===== src/npoa_pkg.sv =====
// npoa_pkg: shared widths, the overdraw palette and output limits for the
// nearest palette overdraw average block. No dependencies.
package npoa_pkg;

    localparam int COLOR_W      = 24;
    localparam int LEVEL_W      = 5;
    localparam int AVG_W        = 13;
    localparam int PALETTE_SIZE = 20;
    localparam int DIST_W       = 18;

    localparam logic [AVG_W-1:0] AVG_MAX = 13'd8191;

    localparam logic [COLOR_W-1:0] PALETTE [PALETTE_SIZE] = '{
        24'h000055, 24'h0000AA, 24'h0000FF, 24'h0055FF, 24'h00AAFF,
        24'h00FFFF, 24'h00FFAA, 24'h00FF55, 24'h00FF00, 24'h55FF00,
        24'hAAFF00, 24'hFFFF00, 24'hFFAA00, 24'hFF7F00, 24'hFF5500,
        24'hFF0000, 24'hFF002A, 24'hFF0055, 24'hFF00AA, 24'hFF00FF
    };

endpackage


===== src/npoa_ifs.sv =====
// npoa_ifs: valid/ready channel interfaces for pixel input and result output.
// Depends on npoa_pkg for the field widths.
interface npoa_pixel_if import npoa_pkg::*; ();
    logic               valid;
    logic               ready;
    logic [COLOR_W-1:0] pixel_color;
    logic               last_pixel;

    modport source (output valid, output pixel_color, output last_pixel, input ready);
    modport sink   (input valid, input pixel_color, input last_pixel, output ready);
endinterface

interface npoa_result_if import npoa_pkg::*; ();
    logic               valid;
    logic               ready;
    logic [LEVEL_W-1:0] overdraw_level;
    logic               frame_done;
    logic [AVG_W-1:0]   average_overdraw;

    modport source (output valid, output overdraw_level, output frame_done,
                    output average_overdraw, input ready);
    modport sink   (input valid, input overdraw_level, input frame_done,
                    input average_overdraw, output ready);
endinterface


===== src/nearest_palette_overdraw_average_top.sv =====
// nearest_palette_overdraw_average_top: palette classifier with frame average.
// Depends on npoa_pkg and the channel interfaces in npoa_ifs.sv.
//
// Usage: each pixel transaction on "pixel" carries a 24-bit RGB color and a
// last_pixel flag. Each one yields exactly one transaction on "result": the
// overdraw level (nearest palette index plus one), and on the last pixel of a
// frame also frame_done and the frame mean level in fixed point with
// AVG_FRAC_BITS fraction bits. Accumulators saturate and clear after the
// last pixel.
// Timing: the palette search walks 20 entries x 3 color channels through one
// shared squarer/adder, then come one accumulate step and one load step. On
// the last pixel a restoring divider runs between those two steps, one
// quotient bit per cycle. pixel.ready is high only while idle, so the next
// pixel is accepted only once the current result is loaded.
// The result sits in an output register; the next pixel is accepted and
// searched while it waits, and a stalled receiver holds only the load step.
// Reset clears the accumulators and the result valid, and leaves the block idle.
module nearest_palette_overdraw_average_top
    import npoa_pkg::*;
#(
    parameter int MAX_PIXELS_LOG2 = 22,
    parameter int AVG_FRAC_BITS   = 8
)
(
    input  logic                 clk,
    input  logic                 rst_n,
    npoa_pixel_if.sink           pixel,
    npoa_result_if.source        result
);

    localparam int SUM_BITS = MAX_PIXELS_LOG2 + 5;
    localparam int CNT_BITS = MAX_PIXELS_LOG2 + 1;
    localparam int DW       = SUM_BITS + AVG_FRAC_BITS;
    localparam int QW       = (DW > AVG_W) ? DW : AVG_W;
    localparam int STEP_W   = $clog2(DW + 1);
    localparam int IDX_W    = $clog2(PALETTE_SIZE);

    localparam logic [1:0] CH_RED   = 2'd0;
    localparam logic [1:0] CH_GREEN = 2'd1;
    localparam logic [1:0] CH_BLUE  = 2'd2;

    typedef enum logic [2:0] {
        S_IDLE,
        S_SEARCH,
        S_ACCUM,
        S_DIV,
        S_DONE
    } state_t;

    state_t               state_reg;
    logic [COLOR_W-1:0]   pix_reg;
    logic                 last_reg;
    logic [1:0]           ch_reg;
    logic [IDX_W-1:0]     idx_reg;
    logic [DIST_W-1:0]    part_reg;
    logic [DIST_W-1:0]    best_reg;
    logic [LEVEL_W-1:0]   lvl_reg;
    logic [SUM_BITS-1:0]  sum_reg;
    logic [CNT_BITS-1:0]  cnt_reg;
    logic [DW-1:0]        dvd_reg;
    logic [CNT_BITS-1:0]  rem_reg;
    logic [CNT_BITS-1:0]  den_reg;
    logic [STEP_W-1:0]    step_reg;
    logic                 out_valid_reg;
    logic [LEVEL_W-1:0]   out_level_reg;
    logic                 out_done_reg;
    logic [AVG_W-1:0]     out_avg_reg;

    logic [7:0]           chan_pix;
    logic [7:0]           chan_pal;
    logic [7:0]           chan_diff;
    logic [15:0]          chan_sq;
    logic [DIST_W-1:0]    dist_sum;
    logic [SUM_BITS:0]    sum_add;
    logic [SUM_BITS-1:0]  sum_sat;
    logic [CNT_BITS-1:0]  cnt_sat;
    logic [CNT_BITS:0]    rem_sh;
    logic                 rem_ge;
    logic [CNT_BITS:0]    rem_sub;
    logic [QW-1:0]        q_ext;
    logic [AVG_W-1:0]     avg_sat;
    logic                 out_free;

    always_comb
    begin
        case (ch_reg)
            CH_RED:
            begin
                chan_pix = pix_reg[23:16];
                chan_pal = PALETTE[idx_reg][23:16];
            end
            CH_GREEN:
            begin
                chan_pix = pix_reg[15:8];
                chan_pal = PALETTE[idx_reg][15:8];
            end
            default:
            begin
                chan_pix = pix_reg[7:0];
                chan_pal = PALETTE[idx_reg][7:0];
            end
        endcase
        chan_diff = (chan_pix >= chan_pal) ? (chan_pix - chan_pal) : (chan_pal - chan_pix);
        chan_sq   = 16'(chan_diff) * 16'(chan_diff);
        dist_sum  = part_reg + DIST_W'(chan_sq);

        sum_add = {1'b0, sum_reg} + (SUM_BITS + 1)'(lvl_reg);
        sum_sat = sum_add[SUM_BITS] ? '1 : sum_add[SUM_BITS-1:0];
        cnt_sat = (&cnt_reg) ? cnt_reg : cnt_reg + 1'b1;

        rem_sh  = {rem_reg, dvd_reg[DW-1]};
        rem_ge  = rem_sh >= {1'b0, den_reg};
        rem_sub = rem_sh - {1'b0, den_reg};

        q_ext   = QW'(dvd_reg);
        avg_sat = (q_ext > QW'(AVG_MAX)) ? AVG_MAX : q_ext[AVG_W-1:0];

        out_free = !out_valid_reg || result.ready;
    end

    assign pixel.ready             = (state_reg == S_IDLE);
    assign result.valid            = out_valid_reg;
    assign result.overdraw_level   = out_level_reg;
    assign result.frame_done       = out_done_reg;
    assign result.average_overdraw = out_avg_reg;

    always_ff @(posedge clk or negedge rst_n)
    begin
        if (!rst_n)
        begin
            state_reg     <= S_IDLE;
            pix_reg       <= '0;
            last_reg      <= 1'b0;
            ch_reg        <= CH_RED;
            idx_reg       <= '0;
            part_reg      <= '0;
            best_reg      <= '1;
            lvl_reg       <= '0;
            sum_reg       <= '0;
            cnt_reg       <= '0;
            dvd_reg       <= '0;
            rem_reg       <= '0;
            den_reg       <= '0;
            step_reg      <= '0;
            out_valid_reg <= 1'b0;
            out_level_reg <= '0;
            out_done_reg  <= 1'b0;
            out_avg_reg   <= '0;
        end
        else
        begin
            if (out_valid_reg && result.ready && (state_reg != S_DONE))
            begin
                out_valid_reg <= 1'b0;
            end

            case (state_reg)
                S_IDLE:
                begin
                    if (pixel.valid)
                    begin
                        pix_reg   <= pixel.pixel_color;
                        last_reg  <= pixel.last_pixel;
                        ch_reg    <= CH_RED;
                        idx_reg   <= '0;
                        part_reg  <= '0;
                        best_reg  <= '1;
                        state_reg <= S_SEARCH;
                    end
                end
                S_SEARCH:
                begin
                    if (ch_reg == CH_BLUE)
                    begin
                        if (dist_sum < best_reg)
                        begin
                            best_reg <= dist_sum;
                            lvl_reg  <= LEVEL_W'(idx_reg) + 1'b1;
                        end
                        part_reg <= '0;
                        ch_reg   <= CH_RED;
                        if (idx_reg == IDX_W'(PALETTE_SIZE - 1))
                        begin
                            state_reg <= S_ACCUM;
                        end
                        else
                        begin
                            idx_reg <= idx_reg + 1'b1;
                        end
                    end
                    else
                    begin
                        part_reg <= dist_sum;
                        ch_reg   <= ch_reg + 1'b1;
                    end
                end
                S_ACCUM:
                begin
                    if (last_reg)
                    begin
                        dvd_reg   <= DW'(sum_sat) << AVG_FRAC_BITS;
                        den_reg   <= cnt_sat;
                        rem_reg   <= '0;
                        step_reg  <= STEP_W'(DW);
                        sum_reg   <= '0;
                        cnt_reg   <= '0;
                        state_reg <= S_DIV;
                    end
                    else
                    begin
                        sum_reg   <= sum_sat;
                        cnt_reg   <= cnt_sat;
                        state_reg <= S_DONE;
                    end
                end
                S_DIV:
                begin
                    dvd_reg  <= {dvd_reg[DW-2:0], rem_ge};
                    rem_reg  <= rem_ge ? rem_sub[CNT_BITS-1:0] : rem_sh[CNT_BITS-1:0];
                    step_reg <= step_reg - 1'b1;
                    if (step_reg == STEP_W'(1))
                    begin
                        state_reg <= S_DONE;
                    end
                end
                S_DONE:
                begin
                    if (out_free)
                    begin
                        out_valid_reg <= 1'b1;
                        out_level_reg <= lvl_reg;
                        out_done_reg  <= last_reg;
                        out_avg_reg   <= last_reg ? avg_sat : '0;
                        state_reg     <= S_IDLE;
                    end
                end
                default:
                begin
                    state_reg <= S_IDLE;
                end
            endcase
        end
    end

    a_level_range: assert property (@(posedge clk) disable iff (!rst_n)
        result.valid |-> (result.overdraw_level >= LEVEL_W'(1)) &&
                         (result.overdraw_level <= LEVEL_W'(PALETTE_SIZE)))
        else $error("overdraw level out of palette range");

    a_avg_zero: assert property (@(posedge clk) disable iff (!rst_n)
        (result.valid && !result.frame_done) |-> (result.average_overdraw == '0))
        else $error("average nonzero outside frame end");

    a_busy_after_accept: assert property (@(posedge clk) disable iff (!rst_n)
        (pixel.valid && pixel.ready) |=> !pixel.ready)
        else $error("ready while a transaction is in progress");

    a_den_nonzero: assert property (@(posedge clk) disable iff (!rst_n)
        (state_reg == S_DIV) |-> (den_reg != '0))
        else $error("division by zero pixel count");

    a_frame_clear: assert property (@(posedge clk) disable iff (!rst_n)
        (state_reg == S_ACCUM && last_reg) |=> (sum_reg == '0) && (cnt_reg == '0))
        else $error("accumulators not cleared at frame end");

endmodule


===== src/flat_wrapper.sv =====
// flat-port wrapper written by rule: the top's interface ports become plain ports
module nearest_palette_overdraw_average_top_flat import npoa_pkg::*;
#(
    parameter int MAX_PIXELS_LOG2 = 22,
    parameter int AVG_FRAC_BITS   = 8
)
  (clk, rst_n, pixel_valid, pixel_pixel_color, pixel_last_pixel, pixel_ready, result_valid, result_overdraw_level, result_frame_done, result_average_overdraw, result_ready);
  npoa_pixel_if pixel_i ();
  npoa_result_if result_i ();
  input  logic clk;
  input  logic rst_n;
  input wire logic [$bits(pixel_i.valid)-1:0] pixel_valid;
  input wire logic [$bits(pixel_i.pixel_color)-1:0] pixel_pixel_color;
  input wire logic [$bits(pixel_i.last_pixel)-1:0] pixel_last_pixel;
  output wire logic [$bits(pixel_i.ready)-1:0] pixel_ready;
  output wire logic [$bits(result_i.valid)-1:0] result_valid;
  output wire logic [$bits(result_i.overdraw_level)-1:0] result_overdraw_level;
  output wire logic [$bits(result_i.frame_done)-1:0] result_frame_done;
  output wire logic [$bits(result_i.average_overdraw)-1:0] result_average_overdraw;
  input wire logic [$bits(result_i.ready)-1:0] result_ready;
  assign pixel_i.valid = pixel_valid;
  assign pixel_i.pixel_color = pixel_pixel_color;
  assign pixel_i.last_pixel = pixel_last_pixel;
  assign pixel_ready = pixel_i.ready;
  assign result_valid = result_i.valid;
  assign result_overdraw_level = result_i.overdraw_level;
  assign result_frame_done = result_i.frame_done;
  assign result_average_overdraw = result_i.average_overdraw;
  assign result_i.ready = result_ready;
  nearest_palette_overdraw_average_top #(.MAX_PIXELS_LOG2(MAX_PIXELS_LOG2), .AVG_FRAC_BITS(AVG_FRAC_BITS)) u_core (.clk(clk), .rst_n(rst_n), .pixel(pixel_i), .result(result_i));
endmodule

===== config.mk =====
export PLATFORM = sky130hd
export DESIGN_NAME = nearest_palette_overdraw_average_top_flat
export DESIGN_NICKNAME = d
export VERILOG_FILES = /design/src/npoa_pkg.sv /design/src/npoa_ifs.sv /design/src/nearest_palette_overdraw_average_top.sv /design/src/flat_wrapper.sv
export SDC_FILE = /design/constraint.sdc
export NUM_CORES = 1
export LEC_CHECK = 0
export BUFFER_PORTS_ARGS = -buffer_cell sky130_fd_sc_hd__buf_2
export CORE_UTILIZATION = 54
export CTS_BUF_LIST = sky130_fd_sc_hd__clkbuf_4
export DETAILED_ROUTE_END_ITERATION = 6
export PLACE_DENSITY = 0.81
export SYNTH_ARGS = -nofsm -noshare
export SYNTH_HDL_FRONTEND = slang
export SYNTH_SLANG_ARGS = --single-unit

===== constraint.sdc =====
create_clock -name clk -period 15.1 [get_ports clk]
set_input_delay 3.02 -clock clk [delete_from_list [all_inputs] [get_ports clk]]
set_output_delay 3.02 -clock clk [all_outputs]
set_load 0.05 [all_outputs]

* Word level (Yosys, flattened, before mapping) *
Memories as Yosys holds them, arrays and structs flattened.
Index checks and enable logic that the tools add are counted.
W data, S select, Z words.

cells by class
  shift operators = 0
  $mul = 1
  magnitude comparators = 5
  mux-type cells = 42
  bitwise gates (word level) = 1
  reductions and logical operators = 18
  add/subtract/negate cells = 9
  div/mod/pow operators = 0
  equal/unequal tests = 17

operators with widths
  cell                     count
  $mux W23                 4
  $mux W18                 5
  $pmux W18 S2             2
  $pmux W35 S2             1
  $mux W27                 2
  $mux W24                 2
  $pmux W23 S2             1
  $gt A35 B13 Y1 const B   1
  $mux W35                 1
  $pmux W8 S2              2
  $add A27 B5 Y28          1
  $mux W13                 2
  $ge A24 B23 Y1           1
  $add A23 B1 Y23 const B  1
  $reduce_and A23 Y1       1
  $sub A23 B23 Y23         1
  $add A18 B16 Y18         1
  $lt A18 B18 Y1           1
  $mux W3                  6
  $mul A8 B8 Y16           1
  $sub A8 B8 Y8            2
  $mux W5                  3
  $pmux W3 S5              1
  $ne A2 B1 Y1 const B     6
  32 further kinds         44

storage, ports and cells
  memories = 1
  ROM bits = 768
  output and inout bits = 21
  latch bits = 0
  register bits after elaboration = 233
  bits in writable memories = 0
  input port bits = 29
  logic and storage cells = 112

memories
  name              depth  bits a word  read ports  clocked after memory_dff  write ports  RTL line                                    RTL
  (name not given)  32     24           1           0                         0            nearest_palette_overdraw_average_top.sv:90  chan_pal = PALETTE[idx_reg][23:16];

* Depth between registers and ports, before layout *
Gate-level depths: netlist (run 1).

  depth after elaboration = 13
  depth in mapped cells = 46
  gate-level depth less buffers = 44

* Least setup slack after synthesis (run 1) *
Ideal clock, no wire load.

  kind = reg2reg
  start point = register u_core.idx_reg[0]
  end point = register u_core.best_reg[16]
  data arrival time = 9,005 ps
  slack = 6,022 ps
  period minus slack after synthesis = 9,078 ps
  stages on the path, launching flop included = 40
  path through = dfrtp_1 inv_1 ha_1 a21oi_1 a2111oi_0 nor2_1 o21ai_0 ha_1 inv_1 fa_1 nand3_1 a31oi_2 a2111oi_1 o32ai_2 xnor2_2 or2_1 inv_1 fa_1 [4 not listed] inv_1 ha_1 or4_1 o21a_1 a21o_1 a21oi_1 xnor2_1 ha_1 a21oi_1 o21ai_1 a2111oi_0 o21ai_1 a21oi_4 or2_1 buf_2 buf_4 nor2_1 a21oi_1

between the ends
  longest elaborated chain between the ends = 12
  elaborated cells between the ends (all ways) = 17

RTL lines
  what                                                                       RTL line                                                                                                                             RTL
  start, declared                                                            nearest_palette_overdraw_average_top.sv:54                                                                                           logic [IDX_W-1:0] idx_reg;
  start signal, assigned                                                     nearest_palette_overdraw_average_top.sv:188                                                                                          idx_reg <= idx_reg + 1'b1;
  $not A5 Y6 (not written as such) *                                         nearest_palette_overdraw_average_top.sv:90, nearest_palette_overdraw_average_top.sv:95, nearest_palette_overdraw_average_top.sv:100
  $mem_v2 Z32 W24 *                                                          -
  $mux W24 (not written as such) * (2 in series)                             nearest_palette_overdraw_average_top.sv:90
  $pmux W8 S2 *                                                              nearest_palette_overdraw_average_top.sv:86                                                                                           case (ch_reg)
  $sub A8 B8 Y8 / $ge A8 B8 Y1 (equally long branches)                       nearest_palette_overdraw_average_top.sv:103                                                                                          chan_diff = (chan_pix >= chan_pal) ? (chan_pix - chan_pal) : (chan_pal - chan_pix);
  $mux W8 *                                                                  nearest_palette_overdraw_average_top.sv:103
  $mul A8 B8 Y16 *                                                           nearest_palette_overdraw_average_top.sv:104                                                                                          chan_sq = 16'(chan_diff) * 16'(chan_diff);
  $add A18 B16 Y18 *                                                         nearest_palette_overdraw_average_top.sv:105                                                                                          dist_sum = part_reg + DIST_W'(chan_sq);
  $lt A18 B18 Y1 / $mux W18 (equally long branches)                          nearest_palette_overdraw_average_top.sv:175                                                                                          if (dist_sum < best_reg)
  $ne A2 B1 Y1 (no source line) / $mux W18 (equally long branches)           -
  $reduce_and A4 Y1 (no source line) / $pmux W18 S2 (equally long branches)  -
  end signal, assigned                                                       nearest_palette_overdraw_average_top.sv:177                                                                                          best_reg <= dist_sum;
  end, declared                                                              nearest_palette_overdraw_average_top.sv:56                                                                                           logic [DIST_W-1:0] best_reg;

Every way passes the cells marked *; elsewhere a longest branch is shown, timed or not. The select of a mux whose other input is x is not followed.
A chain may end at the register's enable or synchronous reset.

* Final worst setup path (run 1) *
  start point = register u_core.idx_reg[0]
  end point = register u_core.best_reg[13]

The elaborated chain is that of the path after synthesis.

==> results.txt, run 1 <==
The total non-filler cell area in the finished layout is 17200 um^2. In this run the biggest area consumer among cell types represents 33.84% of the synthesized area. The total number of yosys warnings is 0. After detailed routing, the total wire length is 37130 um. The clock tree from TritonCTS is done.

Among all stages on the critical path, the largest delay is contributed by sky130_fd_sc_hd__or2_1. The number of failing hold endpoints at the final stage came to 0. The register bit count reported by yosys came out at 233. 50 I/O pins were placed.

The floorplan die area is 30130 um^2. The number of buffers inserted by port buffering is 49. The async set-or-reset flop fraction in the synthesized netlist is 100.0%. The critical path starts at u_core.idx_reg[0]. In the synthesized netlist, the number of instances is 1783. The number of buffers added to fix hold violations after cts is 0. The relative slew slack came out at 30.78%. The largest driver fanout on the critical path came out at 27. The vertical extent of the die is 173.6 um. Counting along the longest clock path gives a buffer depth of 3. The tightest min-delay check is of the register to register type. Registers take 5853 um^2.

The via count normalized by instance count is 5.874. The largest clock skew in the final design came out at 0.05287 ns. The average routed wire per standard cell is 16.44 um.

The capturing element type of the critical path is a register. Before antenna repair, the detailed router went through 7 iterations. The transition time at the pin with the least slew margin came out at 1.034 ns. The reg-to-reg startpoint is u_core.idx_reg[0]. The later pin in the worst-skew pair is clocked with a latency of 0.68 ns. After clock tree synthesis, the clock-pin slew on the worst setup and hold paths is 0.06 ns. The critical path launch point type is a register. The detailed placer's ending HPWL came out at 26040 um. Entering global routing, the biggest net connects 114 pins. The post-placement cell area is 16380 um^2.

The initial core utilization came out at 55.09%. In the final layout, the share of cells above drive strength 1 is 13.72%. The arrival time at the worst endpoint came out at 11.30 ns. The initial antenna violation count came out at 1.

In the routed design, unresolved DRC markers number 0. The number of DRC violations after detailed-routing iteration 0 is 1168. The number of gates resized after cts is 0. The post-synthesis instance area is 15900 um^2. The routed layout has 13264 vias. The post-synth net total came out at 1963.

After layout, the minimum clock period comes to 10.73 ns. Counting the fill cells in the layout gives 2512. Clock tree synthesis inserted a total of 67 buffers. The floorplan core area is 28860 um^2.

The x dimension of the die is 173.6 um. The final clock period utilization by the worst path came out at 71.08%. The max-slew violation count came to 0. The library cells used most frequently in the layout, excluding fill and tap cells, are sky130_fd_sc_hd__dfrtp_1 (215), sky130_fd_sc_hd__nand2_1 (207), sky130_fd_sc_hd__o21ai_0 (193). The number of distinct library cell variants in the gate-level netlist after synthesis came out at 88. The final RePlAce weighted congestion is 0.9467. Setup repair after global routing left no endpoint under its margin. The first-pass GRT wire length is 62240 um. The share of the yosys chip area belonging to registers is 36.81%. The critical path in this run is classified as register to register.

On the worst path, the slowest cell contributes a delay of 0.73 ns. The flow ran to the end, and the final reports show no timing, DRC or antenna violations. The final number of setup-violating endpoints is 0.

The endpoint required time on the critical path is 15.67 ns. The number of flops mapped to enable cells by yosys came out at 0. Clock tree synthesis selected as its root buffer the cell sky130_fd_sc_hd__clkbuf_4.

The maximum operating frequency is 93.17 MHz. The floorplan has 62 rows. In the synthesized netlist the dominant register cell turns out to be sky130_fd_sc_hd__dfrtp_1. The remaining global-route overflow came out at 0. The average cell area after synthesis came out at 8.917 um^2. Summed over all instances, the cell type with the most area after synthesis is sky130_fd_sc_hd__dfrtp_1. Sorting the synthesized cells by area gives the leading types as sky130_fd_sc_hd__dfrtp_1 (34%), sky130_fd_sc_hd__ha_1 (8.7%), sky130_fd_sc_hd__o21ai_0 (6.1%).

The area of combinational cells with multiple inputs came out at 9057 um^2. The area growth from synthesis to layout is 8.177%. The number of sinks on the clock net is 233.

The count of maximum capacitance violations is 0. The number of global-route vias before repair came to 13081. The setup TNS after final layout is 0 ns. The flip-flop count of the largest register, all copies and words added is 35. The total number of nets in the final design came out at 2008. The antenna violation net count after detailed routing came out at 0. The count of buffers added by post-CTS timing repair for setup came out at 0. The number of H-tree branching levels came out at 3. The global-route usage over all layers is 24.92%. The library cell used most frequently in the layout, excluding fill and tap cells, is sky130_fd_sc_hd__dfrtp_1.

The startpoint identified for the worst hold timing path is u_core.result.average_overdraw[1].
-- metal layers --
metal,routed length (um),vias up,GRT usage [%]
met1,16320,6437,32.73
met4,1019,0,10.42
li1,-,6312,-
met2,17540,427,40.48
met3,2252,88,4.737
met5,0,-,0
-- through the flow --
step           cells  hold WS [ns]  setup WS, ns  util [%]
3_5_place_dp    2143        0.4695         4.547     56.76
5_1_grt         2258        0.4994         3.370     59.60
2_1_floorplan   1783        0.4453         6.022         -
3_3_place_gp    2143        0.4583         4.904     56.76
6_report        2258        0.4753         4.366     59.60
4_1_cts         2257        0.4848         4.472     59.59
-- cell families (layout without fill, tap and decap cells) --
group,count (synthesis),after routing,synth area share (%)
AOI/OAI and AO/OA,495,495,19.31
xor gates and xnor gates,87,87,5.005
adders and majority gates,151,151,13.82
buffers and inverters,254,344,6.288
DFF,233,233,36.81
muxes,51,51,3.455
other,0,1,0
and+or+nand+nor,512,512,15.31
-- area by class of cell --
class	instances	share of cell area, %
sequential	233	34.03
antenna	1	0.01455
inverter	167	3.645
multi-input combinational	1296	52.66
clock buffer	95	4.147
tap	384	2.794
timing repair buffer	63	2.095
clock inverter	19	0.6111
-- critical path, delay by kind of cell, from the launching register on --
family	cells	cell delay, ns
AOI/OAI and AO/OA	12	2.81
xor gates and xnor gates	3	1.08
adders and majority gates	9	3.41
buffers and inverters	5	0.37
DFF	1	0.47
muxes	1	0.26
and+or+nand+nor	9	2.23
-- final timing paths --
path	slack (ns)	depth (start not counted)	end
min	0.48	2	u_core.result.average_overdraw[1]
max	4.37	39	u_core.best_reg[13]
max in group asynchronous	11.15	2	u_core.part_reg[1]
min in group asynchronous	2.40	1	u_core.sum_reg[24]
min reg2reg	0.48	2	u_core.result.average_overdraw[1]
max reg2reg	4.37	39	u_core.best_reg[13]
-- synthesized netlist by cell type, drive strengths merged (20+ instances only) --
| master | number |
|---|---|
| nand3 | 40 |
| xnor2 | 52 |
| o21ai | 204 |
| mux2i | 20 |
| dfrtp | 215 |
| a21oi | 112 |
| xor2 | 35 |
| clkbuf | 59 |
| o31ai | 20 |
| nor2 | 120 |
| a31oi | 23 |
| fa | 41 |
| ha | 110 |
| buf | 28 |
| nor3 | 24 |
| inv | 167 |
| nand2 | 209 |
| mux2 | 31 |
Power of run 1 is not shown: default switching activity piles up to over one toggle a cycle in this logic, so the estimate is an artifact.
==> run 2, diff against run 1 <==
clock period = 10.9 ns   (was 15.1 ns; I/O delays follow)
==> results.txt, run 2 (synthesis gave the netlist of run 1 again) <==
The number of standard-cell rows in the floorplan is 62 (unchanged). The largest driver fanout on the critical path came out at 18 (was 27). The initial core utilization is 55.09% (unchanged).

The detailed-route via count came out at 13227 (was 13264). RSZ-0062 raised after global routing: no (unchanged). The final number of setup-violating endpoints came out at 0 (unchanged). The arrival time at the worst endpoint came out at 10.76 ns (was 11.30 ns). The post-route non-filler standard cell count is 2258 (unchanged). Leading cell types in the layout, fill and taps excluded: sky130_fd_sc_hd__dfrtp_1 (215), sky130_fd_sc_hd__nand2_1 (207), sky130_fd_sc_hd__o21ai_0 (193) (unchanged). The start point of the worst hold path is u_core.result.average_overdraw[11] (was u_core.result.average_overdraw[1]). The wire length reported by the detailed router is 37120 um (was 37130 um). The most common cell after layout, fill and taps aside is sky130_fd_sc_hd__dfrtp_1 (unchanged). The number of ports placed on the die boundary came to 50 (unchanged).

The count of maximum capacitance violations is 0 (unchanged). The number of global-route vias before repair is 13086 (was 13081). The final RePlAce weighted congestion is 0.9334 (was 0.9467). The critical path start-end classification was register to register (unchanged). The x dimension of the die is 173.6 um (unchanged). The count of buffers added by post-CTS timing repair for setup came out at 0 (unchanged). The slowest cell on the critical path is sky130_fd_sc_hd__xor2_1 (was sky130_fd_sc_hd__or2_1).

The worst min-delay path endpoint is u_core.result.average_overdraw[11] (was u_core.result.average_overdraw[1]). The number of filler cells placed in the layout is 2514 (was 2512). The maximum number of pins on one net before global-route repair came out at 112 (was 114). The number of gates resized after cts came out at 0 (unchanged). The number of clock buffers inserted by TritonCTS is 67 (unchanged). The total number of nets in the final design came to 2010 (was 2008). The max-slew violation count came out at 0 (unchanged). The final worst setup slack is 0.6892 ns (was 4.366 ns). The reg-to-reg startpoint is u_core.idx_reg[0] (unchanged).

The maximum operating frequency came to 97.94 MHz (was 93.17 MHz). The insertion delay of the later-clocked pin in the worst-skew pair came out at 0.69 ns (was 0.68 ns). The number of H-tree branching levels is 3 (unchanged).

The largest clock skew in the final design came to 0.04990 ns (was 0.05287 ns). The remaining global-route overflow is 0 (unchanged). The capturing element type of the critical path is a register (unchanged). The share of cells above drive strength 1 came out at 13.67% (was 13.72%).

The type of the tightest min-delay check is register to register (unchanged). The first-pass GRT wire length came out at 62950 um (was 62240 um). The number of cells in the design after placement came to 2145 (was 2143). The post-placement cell area is 16390 um^2 (was 16380 um^2). The setup slack of the most critical reg-to-reg path came to 0.69 ns (was 4.37 ns). The detailed placer's ending HPWL is 25950 um (was 26040 um). The vertical extent of the die is 173.6 um (unchanged).

The number of failing hold endpoints at the final stage came to 0 (unchanged). The floorplan core area is 28860 um^2 (unchanged). The worst reg2reg path endpoint is u_core.lvl_reg[0] (was u_core.best_reg[13]).

The DRC violation count after routing came out at 0 (unchanged). The cell count of the worst hold path came out at 2 (unchanged). The total non-filler cell area in the finished layout came to 17190 um^2 (was 17200 um^2). The average routed wire per standard cell is 16.44 um (about the same).

The relative slew slack came to 24.38% (was 30.78%). The clock tree from TritonCTS was done (unchanged). The largest stage delay on the critical path came out at 0.63 ns (was 0.73 ns). The final critical-path required period was 10.21 ns (was 10.73 ns). The critical path launch point type is a register (unchanged). The via count normalized by instance count came out at 5.858 (was 5.874).

The final clock period utilization by the worst path is 93.68% (was 71.08%). The area growth from synthesis to layout came out at 8.145% (was 8.177%). Status: finished, final reports clean (unchanged). The number of cells on the worst reg-to-reg path came out at 38 (was 39).

The number of DRC violations after detailed-routing iteration 0 came out at 976 (was 1168). The antenna violation net count after detailed routing came out at 0 (unchanged). The number of buffers added to fix hold violations after cts is 0 (unchanged). The global-route usage over all layers came to 25.29% (was 24.92%). The number of buffers inserted by port buffering is 49 (unchanged). The number of buffers between clock root and the deepest sink came out at 3 (unchanged).

The first-pass iteration count of the detailed router is 5 (was 7). The transition time at the pin with the least slew margin is 1.130 ns (was 1.034 ns). The placement-stage worst setup slack is 0.7900 ns (was 4.547 ns). The flip-flop count of the largest register, all copies and words added is 35 (unchanged). The initial antenna violation count is 1 (unchanged). The setup TNS after final layout was 0 ns (unchanged). The number of sinks on the clock net is 233 (unchanged).

The library cell used as clock root buffer was sky130_fd_sc_hd__clkbuf_4 (unchanged). The endpoint required time on the critical path is 11.45 ns (was 15.67 ns). The floorplan die area came to 30130 um^2 (unchanged). The CTS clock-pin slew for the worst setup and hold paths came out at 0.07 ns (was 0.06 ns).
-- run 2: final cells by class --
cell class / instances / area (um^2) / share of cell area (%)
multi-input combinational: 1296 / 9057 / 52.68
sequential: 233 / 5853 / 34.04
clock buffer: 91 / 683.2 / 3.973
inverter: 167 / 626.9 / 3.646
tap: 384 / 480.5 / 2.794
timing repair buffer: 65 / 375.4 / 2.183
clock inverter: 21 / 115.1 / 0.6695
antenna: 1 / 2.502 / 0.01455
-- run 2: worst max path at each step --
stage                            from                  end  slack (ns)  cells past startpoint
floorplan           u_core.idx_reg[0]  u_core.best_reg[16]        1.82                     39
global placement    u_core.idx_reg[0]    u_core.lvl_reg[0]        1.27                     38
detailed placement  u_core.idx_reg[0]    u_core.lvl_reg[0]        0.79                     36
CTS                 u_core.idx_reg[0]    u_core.lvl_reg[0]        0.79                     38
global route        u_core.idx_reg[0]   u_core.best_reg[1]        0.02                     40
finish              u_core.idx_reg[0]    u_core.lvl_reg[0]        0.69                     38
-- run 2: per-layer routing --
metal  part of all wire, %  wire length (um)  global-route usage (%)
met1                    44             16340                   33.86
met4                   2.7              1012                   10.27
met2                    48             17700                   40.96
met3                   5.5              2058                   4.167
met5                     0                 0                       0
-- run 2: stage by stage --
stage	utilization (%)	hold WS (ns)
after global placement	56.81	0.4578
after global routing	59.58	0.5127
after floorplan	-	0.4453
final	59.58	0.4717
after detailed placement	56.81	0.4657
after CTS	59.57	0.4790
-- run 2: critical path, delay by kind of cell, from the launching register on --
kind	cells	cell delay, ns
AOI/OAI and AO/OA	11	2.47
xor gates and xnor gates	3	1.07
adders and majority gates	9	3.46
buffers and inverters	6	0.61
DFF	1	0.48
muxes	2	0.60
and+or+nand+nor	7	1.38
Power of run 2 is left out for the same reason.
==> run 3, diff against run 2 <==
CTS_BUF_LIST = not set   (was sky130_fd_sc_hd__clkbuf_4)
==> results.txt, run 3 (synthesis gave the netlist of run 1 again) <==
The antenna violation net count after detailed routing came to 0 (unchanged). The CTS clock-pin slew for the worst setup and hold paths was 0.07 ns (about the same). The largest driver fanout on the critical path is 27 (was 18). The slowest cell on the critical path is sky130_fd_sc_hd__fa_1 (was sky130_fd_sc_hd__xor2_1).

The final critical-path required period is 10.09 ns (was 10.21 ns). The relative slew slack came out at 20.36% (was 24.38%). The type of the tightest min-delay check was register to register (unchanged).

The transition time at the pin with the least slew margin came out at 1.190 ns (was 1.130 ns). The most common cell after layout, fill and taps aside is sky130_fd_sc_hd__dfrtp_1 (unchanged). The largest clock skew in the final design came to 0.02971 ns (was 0.04990 ns). The share of cells above drive strength 1 is 11.22% (was 13.67%). The area growth from synthesis to layout came out at 8.775% (was 8.145%). Status: finished, final reports clean (unchanged).

The average routed wire per standard cell came out at 16.88 um (was 16.44 um). The wire length reported by the detailed router is 37010 um (was 37120 um). The maximum operating frequency came out at 99.15 MHz (was 97.94 MHz). The number of buffers between clock root and the deepest sink came out at 3 (unchanged). RSZ-0062 raised after global routing: no (unchanged).

The insertion delay of the later-clocked pin in the worst-skew pair came to 0.54 ns (was 0.69 ns). The detailed placer's ending HPWL was 25950 um (unchanged). The clock tree from TritonCTS is done (unchanged). The most numerous cell type found on the critical path is sky130_fd_sc_hd__inv_1. The remaining global-route overflow came out at 0 (unchanged). The count of buffers added by post-CTS timing repair for setup came to 0 (unchanged).

The largest stage delay on the critical path was 0.56 ns (was 0.63 ns). The setup TNS after final layout came out at 0 ns (unchanged). The combined buffer and inverter count along the critical path came out at 7 (was 6). The number of H-tree branching levels came out at 1 (was 3). The number of sinks on the clock net is 233 (unchanged).

The library cell used as clock root buffer was sky130_fd_sc_hd__clkbuf_16 (was sky130_fd_sc_hd__clkbuf_4). The count of maximum capacitance violations came to 0 (unchanged). The number of buffers added to fix hold violations after cts is 0 (unchanged). The final RePlAce weighted congestion came out at 0.9334 (unchanged). The number of clock buffers inserted by TritonCTS came out at 26 (was 67). The vertical extent of the die was 173.6 um (unchanged). The number of failing hold endpoints at the final stage came out at 0 (unchanged). The flip-flop count of the largest register, all copies and words added came out at 35 (unchanged). The max-slew violation count came out at 0 (unchanged).

The number of buffers inserted by port buffering came out at 49 (unchanged). The capturing element type of the critical path is a register (unchanged). The number of ports placed on the die boundary came out at 50 (unchanged). The number of DRC violations after detailed-routing iteration 0 is 1111 (was 976). The number of global-route vias before repair was 12798 (was 13086).

The initial antenna violation count came out at 0 (was 1). The floorplan die area is 30130 um^2 (unchanged). The DRC violation count after routing is 0 (unchanged).

The number of standard-cell rows in the floorplan was 62 (unchanged). The initial core utilization came out at 55.09% (unchanged). The floorplan core area is 28860 um^2 (unchanged). The final clock period utilization by the worst path came out at 92.53% (was 93.68%). The detailed-route via count came out at 13063 (was 13227). The first-pass GRT wire length is 62360 um (was 62950 um). The x dimension of the die came out at 173.6 um (unchanged). The number of diodes added for antenna fixing came to 0 (was 1). The first-pass iteration count of the detailed router came to 5 (unchanged).

The critical path launch point type is a register (unchanged). The critical path start-end classification is register to register (unchanged). The final number of setup-violating endpoints came out at 0 (unchanged). The global-route usage over all layers came to 24.88% (was 25.29%).

The arrival time at the worst endpoint came to 10.53 ns (was 10.76 ns). The maximum number of pins on one net before global-route repair is 112 (unchanged). The via count normalized by instance count is 5.957 (was 5.858). The total number of nets in the final design came out at 1969 (was 2010). The endpoint required time on the critical path was 11.34 ns (was 11.45 ns). Leading cell types in the layout, fill and taps excluded: sky130_fd_sc_hd__dfrtp_1 (215), sky130_fd_sc_hd__nand2_1 (207), sky130_fd_sc_hd__o21ai_0 (192) (was sky130_fd_sc_hd__dfrtp_1 (215), sky130_fd_sc_hd__nand2_1 (207), sky130_fd_sc_hd__o21ai_0 (193)). The cell family with the largest share of critical-path delay is adder cells (unchanged).
run 3: cell types whose count changed in the layout (fill, tap and decap cells not counted), moves of 2 or more:
cell | previous run | this run
sky130_fd_sc_hd__clkinv_1 | 13 | 0
sky130_fd_sc_hd__clkbuf_8 | 0 | 3
sky130_fd_sc_hd__inv_2 | 3 | 1
sky130_fd_sc_hd__clkbuf_1 | 0 | 4
sky130_fd_sc_hd__clkbuf_16 | 0 | 26
sky130_fd_sc_hd__clkbuf_4 | 91 | 0
sky130_fd_sc_hd__bufinv_16 | 1 | 3
sky130_fd_sc_hd__clkinvlp_4 | 0 | 4
run 3: per-layer routing:
metal / track usage (%) / vias to the layer above / part of all wire (%)
met3: 3.114 / 69 / 5.2
met5: 0 / - / 0
met2: 41.47 / 413 / 48
met1: 33.79 / 6370 / 44
met4: 8.004 / 0 / 2.6
li1: - / 6211 / -
run 3: worst paths after layout:
path / cells after the start / start / endpoint / slack, ns
worst max-delay path: 40 / u_core.idx_reg[0] / u_core.best_reg[9] / 0.81
worst min-delay path: 2 / u_core.result.average_overdraw[2] / u_core.result.average_overdraw[2] / 0.47
worst max register to register: 40 / u_core.idx_reg[0] / u_core.best_reg[9] / 0.81
worst min register to register: 2 / u_core.result.average_overdraw[2] / u_core.result.average_overdraw[2] / 0.47
max in group asynchronous: 2 / rst_n / u_core.rem_reg[11] / 7.68
min in group asynchronous: 1 / rst_n / u_core.sum_reg[24] / 1.70
run 3: worst reg2reg max path: cells and delay by family, from the launching register on:
family / cells / cell delay, ns
AND/OR/NAND/NOR: 8 / 1.40
AO/OA/AOI/OAI: 14 / 3.13
adder cells (fa/ha/maj): 9 / 3.54
flip-flops: 1 / 0.47
XOR/XNOR: 2 / 0.69
buffers and inverters: 7 / 0.72
run 3: stage by stage:
step                      hold WS, ns  instances  setup WS (ns)  utilization [%]  instance area, um^2
final                          0.4750       2193         0.8139            59.93                17290
after global routing           0.5126       2193         0.1275            59.93                17290
after CTS                      0.4814       2193         0.6984            59.88                17280
after detailed placement       0.4657       2145         0.7900            56.81                16390
after global placement         0.4578       2145          1.271            56.81                16390
after floorplan                0.4453       1783          1.822                -                15900
run 3: final cells by class:
type	count	area [um^2]
Clock buffer	33	706.9
Inverter	167	626.9
Sequential cell	233	5853
Multi-Input combinational cell	1296	9072
Fill cell	2484	11560
Timing Repair Buffer	65	375.4
Tap cell	384	480.5
Clock inverter	15	178.9
run 3: what timing repair did:
item / in CTS / in global routing
gates resized for setup: 0 / 3
endpoints found under the hold margin: 0 / 0
endpoints found under the setup margin: 0 / 8
Power of run 3 is left out for the same reason.
